## config.mk

```make
export PLATFORM = sky130hd
export DESIGN_NAME = ttli_ctrl
export DESIGN_NICKNAME = d
export VERILOG_FILES = /design/src/rtl/ttli_pkg.sv /design/src/rtl/ttli_ctrl.sv
export SDC_FILE = /design/constraint.sdc
export NUM_CORES = 1
export LEC_CHECK = 0
export BUFFER_PORTS_ARGS = -buffer_cell sky130_fd_sc_hd__clkbuf_2
export CAP_MARGIN = 20
export CORE_MARGIN = 3
export CORE_UTILIZATION = 42
export CTS_CLUSTER_DIAMETER = 120
export DETAILED_ROUTE_END_ITERATION = 7
export GPL_TIMING_DRIVEN = 1
export PLACE_DENSITY_LB_ADDON = 0.08
export SLEW_MARGIN = 20
export SYNTH_ARGS = -nofsm -noshare
export SYNTH_HDL_FRONTEND = slang
export SYNTH_SLANG_ARGS = --single-unit
```

## constraint.sdc

```tcl
create_clock -name clk -period 2.05 [get_ports clk]
set_clock_uncertainty 0.2 [all_clocks]
set_input_delay 0 -clock clk [delete_from_list [all_inputs] [get_ports clk]]
set_output_delay 0 -clock clk [all_outputs]
set_load 0.05 [all_outputs]
```

## src/rtl/ttli_pkg.sv

```systemverilog
// Package for the time-table linear interpolator: sizes, input mode codes and
// the command and status structures between controller and datapath.
// No dependencies.
package ttli_pkg;

  localparam int MAX_ENTRIES = 64;
  localparam int FACES       = 16;
  localparam int ROW_W       = 6;
  localparam int FACE_W      = 4;
  localparam int CNT_W       = 7;
  localparam int TIME_W      = 32;
  localparam int VAL_W       = 32;
  localparam int FT_AW       = ROW_W + FACE_W;
  localparam int WGT_W       = 17;
  localparam int DIV_STEPS   = 17;
  localparam int DIV_CNT_W   = 5;

  localparam logic [1:0] MODE_WR_TIME = 2'd0;
  localparam logic [1:0] MODE_WR_FACE = 2'd1;
  localparam logic [1:0] MODE_QUERY   = 2'd2;

  localparam logic [1:0] BT_SEL_ZERO = 2'd0;
  localparam logic [1:0] BT_SEL_CUR  = 2'd1;
  localparam logic [1:0] BT_SEL_NEXT = 2'd2;

  typedef struct packed {
    logic              wr_time;
    logic              wr_face;
    logic              ld_query;
    logic              ld_bt0;
    logic              ld_c_cur;
    logic              ld_tc0_chk;
    logic              walk_adv;
    logic              seg_hit;
    logic              seg_end;
    logic              row_first;
    logic              w_zero;
    logic              div_go;
    logic              ld_w;
    logic [1:0]        bt_sel;
    logic              issue;
    logic [FACE_W-1:0] face;
    logic              last;
  } ttli_cmd_t;

  typedef struct packed {
    logic t_le_q;
    logic seg_ok;
    logic c_end;
    logic seg_zero;
    logic div_done;
    logic pipe_busy;
  } ttli_sts_t;

endpackage

```

## src/rtl/ttli_ctrl.sv

```systemverilog
// Controller of the interpolator: sequences writes, the segment walk, the
// weight division and the face issue. Depends on ttli_pkg.
module ttli_ctrl (
  input  logic                 clk,
  input  logic                 rst_n,
  input  logic                 start,
  input  logic [1:0]           mode,
  input  ttli_pkg::ttli_sts_t  sts,
  output ttli_pkg::ttli_cmd_t  cmd,
  output logic                 busy
);

  localparam logic [3:0] ST_IDLE   = 4'd0;
  localparam logic [3:0] ST_CHK0   = 4'd1;
  localparam logic [3:0] ST_CURS   = 4'd2;
  localparam logic [3:0] ST_WISSUE = 4'd3;
  localparam logic [3:0] ST_WCMP   = 4'd4;
  localparam logic [3:0] ST_DIVGO  = 4'd5;
  localparam logic [3:0] ST_DIVW   = 4'd6;
  localparam logic [3:0] ST_EMIT   = 4'd7;
  localparam logic [3:0] ST_DRAIN  = 4'd8;

  logic [3:0]                  state_r, state_nxt;
  logic [ttli_pkg::FACE_W-1:0] face_r, face_nxt;
  logic                        accept;
  logic                        face_last;

  assign accept    = start && (state_r == ST_IDLE);
  assign face_last = face_r == ttli_pkg::FACE_W'(ttli_pkg::FACES - 1);

  always_comb begin
    state_nxt = state_r;
    face_nxt  = face_r;
    cmd       = '0;
    cmd.face  = face_r;
    case (state_r)
      ST_IDLE: begin
        face_nxt    = '0;
        cmd.bt_sel  = ttli_pkg::BT_SEL_ZERO;
        cmd.wr_time = accept && (mode == ttli_pkg::MODE_WR_TIME);
        cmd.wr_face = accept && (mode == ttli_pkg::MODE_WR_FACE);
        if (accept && (mode == ttli_pkg::MODE_QUERY)) begin
          cmd.ld_query = 1'b1;
          state_nxt    = ST_CHK0;
        end
      end
      ST_CHK0: begin
        cmd.bt_sel = ttli_pkg::BT_SEL_CUR;
        if (sts.t_le_q) begin
          cmd.row_first = 1'b1;
          cmd.w_zero    = 1'b1;
          state_nxt     = ST_EMIT;
        end else begin
          cmd.ld_bt0   = 1'b1;
          cmd.ld_c_cur = 1'b1;
          state_nxt    = ST_CURS;
        end
      end
      ST_CURS: begin
        cmd.ld_tc0_chk = 1'b1;
        state_nxt      = ST_WISSUE;
      end
      ST_WISSUE: begin
        cmd.bt_sel = ttli_pkg::BT_SEL_NEXT;
        if (sts.c_end) begin
          cmd.seg_end = 1'b1;
          cmd.w_zero  = 1'b1;
          state_nxt   = ST_EMIT;
        end else begin
          state_nxt = ST_WCMP;
        end
      end
      ST_WCMP: begin
        if (sts.seg_ok) begin
          cmd.seg_hit = 1'b1;
          state_nxt   = ST_DIVGO;
        end else begin
          cmd.walk_adv = 1'b1;
          state_nxt    = ST_WISSUE;
        end
      end
      ST_DIVGO: begin
        if (sts.seg_zero) begin
          cmd.w_zero = 1'b1;
          state_nxt  = ST_EMIT;
        end else begin
          cmd.div_go = 1'b1;
          state_nxt  = ST_DIVW;
        end
      end
      ST_DIVW: begin
        if (sts.div_done) begin
          cmd.ld_w  = 1'b1;
          state_nxt = ST_EMIT;
        end
      end
      ST_EMIT: begin
        cmd.issue = 1'b1;
        cmd.last  = face_last;
        face_nxt  = face_r + ttli_pkg::FACE_W'(1);
        if (face_last) begin
          state_nxt = ST_DRAIN;
        end
      end
      ST_DRAIN: begin
        if (!sts.pipe_busy) begin
          state_nxt = ST_IDLE;
        end
      end
      default: begin
        state_nxt = ST_IDLE;
      end
    endcase
  end

  always_ff @(posedge clk) begin
    if (!rst_n) begin
      state_r <= ST_IDLE;
      face_r  <= '0;
    end else begin
      state_r <= state_nxt;
      face_r  <= face_nxt;
    end
  end

  assign busy = state_r != ST_IDLE;

endmodule

```

### After elaboration in Yosys (flattened, before gate mapping)

Cells that the tools add are included.

| word-level totals | value |
|---|---|
| flip-flop bits (word level) | 8 |
| input bits | 11 |
| output and inout bits | 22 |
| logic and storage cells | 58 |

| cells by class | value |
|---|---|
| add/sub/neg operators | 1 |
| equal/unequal tests | 15 |
| mux-type cells | 31 |
| reduce and logical (&&, ||, !) cells | 9 |

Operator list:

| cell | number |
|---|---|
| 4-bit case mux with 9 select lines | 1 |
| 4-bit by 3-bit == test with 1-bit output (second input constant) | 4 |
| 4-bit two-way mux | 4 |
| 1-bit two-way mux | 15 |
| 2-bit two-way mux | 5 |
| 3-bit two-way mux | 3 |
| 4-bit by 2-bit == test with 1-bit output (second input constant) | 2 |
| 4-bit == test (second input constant) | 2 |
| 4-bit case mux with 2 select lines | 1 |
| 2-bit inequality test (second input constant) | 3 |
| 4-bit by 1-bit adder with 4-bit output (second input constant) | 1 |
| 4-bit by 1-bit == test with 1-bit output (second input constant) | 1 |
| 1-bit logical AND | 4 |
| 4-bit zero test | 1 |
| 2-bit case mux with 2 select lines | 1 |
| 4-bit AND reduction | 1 |
| 4-bit nonzero test | 1 |
| 1-bit case mux with 3 select lines | 1 |
| 2-bit by 1-bit == test with 1-bit output (second input constant) | 1 |
| 2-bit == test (second input constant) | 1 |
| 2-bit zero test | 1 |
| 2-bit by 1-bit inequality test with 1-bit output (second input constant) | 1 |
| 2-bit nonzero test | 1 |

### Longest topological paths before layout

| depth | value |
|---|---|
| depth after elaboration | 5 |
| mapped depth | 5 |
| depth with buffers taken out | 5 |

### Worst setup path after synthesis

Ideal clock, no wire load.

| path | value |
|---|---|
| path type | flip-flop to output port |
| start | register state_r[0] |
| end | output port cmd[17] (netlist bit) |
| arrival | 3.415 ns |
| data required time | 1.850 ns |
| path slack | -1.565 ns |
| stages on the path, launching flop included | 6 |
| buffers on the path | 2 |
| path through | dfxtp_1 > buf_4 > inv_1 > nor4_1 > nor2b_1 > buf_4 |

RTL lines:

| item | RTL line | RTL |
|---|---|---|
| start: declaration | ttli_ctrl.sv:23 | `logic [3:0] state_r, state_nxt;` |
| start signal: assignment | ttli_ctrl.sv:121 | `state_r <= state_nxt;` |
| end: declaration | ttli_ctrl.sv:9 | `output ttli_pkg::ttli_cmd_t cmd,` |

### Worst setup path in the final report

| path | value |
|---|---|
| start | register state_r[3] |
| end | register state_r[3] |

| between the ends | value |
|---|---|
| cells in the longest elaborated chain, start to end | 5 |

Ends and longest elaborated chain:

| item | RTL line | RTL |
|---|---|---|
| 4-bit zero test | ttli_ctrl.sv:28, ttli_ctrl.sv:36 |  |
| 1-bit logical AND | ttli_ctrl.sv:28 | `assign accept = start && (state_r == ST_IDLE);` |
| 1-bit logical AND | ttli_ctrl.sv:42 | `if (accept && (mode == ttli_pkg::MODE_QUERY)) begin` |
| 2-bit by 1-bit inequality test with 1-bit output (no line) | - |  |
| 4-bit AND reduction (no line) | - |  |

Parallel ways exist; a longest one is shown, timed or not.
A chain may end at the register's enable or synchronous reset.

==> flow_summary.yaml <==
cts:
  numCtsBuffers: 3
  h-tree-depth: 1
  root_buffer: "clkbuf_4"
  cts_tree: "yes"
  clock_path_buffers: 2
  clkTransAtPathRegs_ns: 0.05
  numClockSinks: 8
  clk_latency_ns: 0.26
finish:
  final_nets: 130
  area_delta_synth_final_pct: 51.1
  antenna_cells: 0
  drive_gt1_share_pct: 42.2
  final_cell_area_um2: 873
floorplanning:
  die_x_um: 43.1
  start_util_pct: 48.1
  rows: 12
  coreArea_um2: 1200
  die_area_um2: 1860
  pin_count: 33
  die_h_um: 43.1
yosys:
  synth-simple-area-share_pct: 41.8
  muxShareOfSynthArea_pct: 1.95
  synth-edff-count: 0
  synth_compound_area_share_pct: 20.3
  async_flop_share_pct: 0
  synth_fa_ha_area_share_pct: 2.16
  synth_area_um2: 578
  seq_area_frac_synth_pct: 27.7
  synth_top_family_by_area: "simple AND/OR/NAND/NOR gates"
  ys.flop_type: "dfxtp_1"
  synth-seq-cells: 8
  syn_nets: 88
  synth.distinct_cells: 32
  yosys_warnings: 0
  syn_inst: 76
  synth-xor-area-share_pct: 0
  syn_area_per_cell_um2: 7.61
routing:
  dr.pass1.iters: 4
  routedWlPerCell_um: 12.2
  via_count: 718
  drt_wl_total_mm: 1.58
  drc: 0
  drtIter0Drc: 16
  via_per_inst: 5.52
  ant_nets: 0
timing:
  rsz0062_at_grt: "no"
  worst_pin_slew_ns: 0.375
  finalSetupViolations: 0
  fin_crit_sh_pct: 93.7
  fmax_ghz: 0.520
  min_period_ns: 1.92
  fin_ws_ns: 0.128
  tns_ns: 0
  hold_slack_ns: 0.0127
  slew_headroom_pct: 74.9
  drv_slew: 0
  hold_viol_final: 0
place:
  portBuffers: 32
  gp_congestion: 0.858
  place_area_um2: 785
  dp_hpwl_mm: 1.15
  post-place-ws_ns: 0.300
critical_path:
  end_kind: "flip-flop"
  worstSetupStartpointType: "flip-flop"
  cp_data_arrival_time_ns: 1.86
  cp_max_fo: 8
  worstPathRequired_ns: 1.99
  worstSetupPathType: "reg2reg"
worst_hold_path:
  worstHoldPathType: "in2reg"
global_route:
  grt_max_degree: 15
  track_usage_pct: 17.7
  antenna_found_initial: 0
  overflow: 0
  first_global_vias: 587
  grt_pass1_wl_mm: 2.52
pwr:
  peakVddDrop_mv: 0.288
  power.density_nw_per_um2: 439
  p_leak_nw: 0.429
job:
  cap_violations: 0
status:
  run_status: "completed"
==> critical path, cell delays in order (launching register included) <==
cell           delay [ns]
dfxtp_1              0.54
nand4b_1             0.27
nor2_2               0.07
o21a_1               0.18
dlygate4sd3_1        0.55
==> kinds of logic after synthesis <==
family	Yosys count
AOI/OAI and AO/OA	17
adders and majority gates	1
DFF	8
muxes	1
and+or+nand+nor	42
buffers and inverters	7
==> final cells by class <==
cell class              instances  area [um^2]
multi-input cells              61          419
fillers                       117          328
repair buffers                 41          240
flip-flops and latches          8          163
clock buffers                   3         22.5
well taps                      14         17.5
inverters                       3         11.3
==> final timing paths <==
path	to	cells past startpoint	startpoint	slack, ns
min	state_r[0]	5	start	0.01
max reg2reg	state_r[3]	4	state_r[3]	0.13
max	state_r[3]	4	state_r[3]	0.13
min reg2reg	face_r[3]	1	face_r[3]	0.30
==> synth_stat cells (2+ instances only) <==
library cell	count	share of area, %
a21oi_1	4	3.5
dfxtp_1	8	28
nor4_1	3	3.2
o2111ai_1	2	3.0
nand2_1	4	2.6
nor2b_1	6	6.5
buf_4	2	2.6
nand3b_1	2	2.6
nor3b_1	3	3.9
nand3_1	4	3.5
nand2b_1	2	2.2
a21boi_1	2	2.6
and2_1	2	2.2
nor3_1	2	1.7
o21ai_0	2	1.7
inv_1	3	1.9
nor2_1	9	5.8
and3_1	2	2.2
==> what timing repair did <==
item,4_1_cts,5_1_grt
hold buffers,4,0
setup buffers,0,2
resized for setup,0,6
endpoints found under the hold margin,8,0
endpoints found under the setup margin,0,8
==> placed cells by master, fill, tap and decap left out, drive strengths merged, types with 2 or more instances in the layout <==
cell type	Yosys	final
clkbuf	1	34
buf	3	6
dlygate4sd3	0	4
nand3	4	4
nor4	3	3
a21boi	3	3
nand2b	2	2
and2	2	2
nor3b	3	3
nor2	9	9
nand3b	2	2
nor3	2	2
o2111ai	2	2
dfxtp	8	8
and3	2	2
o21ai	2	2
nor2b	6	6
inv	3	3
a21oi	4	4
nand2	4	4
==> metrics by stage <==
| stage | cells | power [mW] | utilization (%) |
|---|---|---|---|
| floorplan | 76 | 0.232 | - |
| global placement | 121 | 0.260 | 65.3 |
| detailed placement | 121 | 0.261 | 65.3 |
| CTS | 128 | 0.388 | 70.5 |
| global route | 130 | 0.404 | 72.7 |
| finish | 130 | 0.384 | 72.7 |
==> power breakdown <==
part	leakage [nW]	internal, mW	switching, mW	total (mW)
Combinational	0.350	0.0361	0.0630	0.0991
Sequential	0.0655	0.158	0.00665	0.165
Clock	0.0138	0.0669	0.0531	0.120
==> state kept, by name, summed over array words and instances, names as in the netlist <==
signal	cells
face_r	4
state_r	4
==> routing by layer <==
metal / routed length (um) / part of all wire, % / track usage (%) / vias to the layer above
met1: 736 / 46 / 22.7 / 327
met2: 705 / 45 / 27.4 / 25
li1: - / - / - / 362
met4: 17 / 1.1 / 5.42 / 0
met5: 0 / 0 / 0 / -
met3: 125 / 7.9 / 6.36 / 4
(Power assumes the default switching activity.)
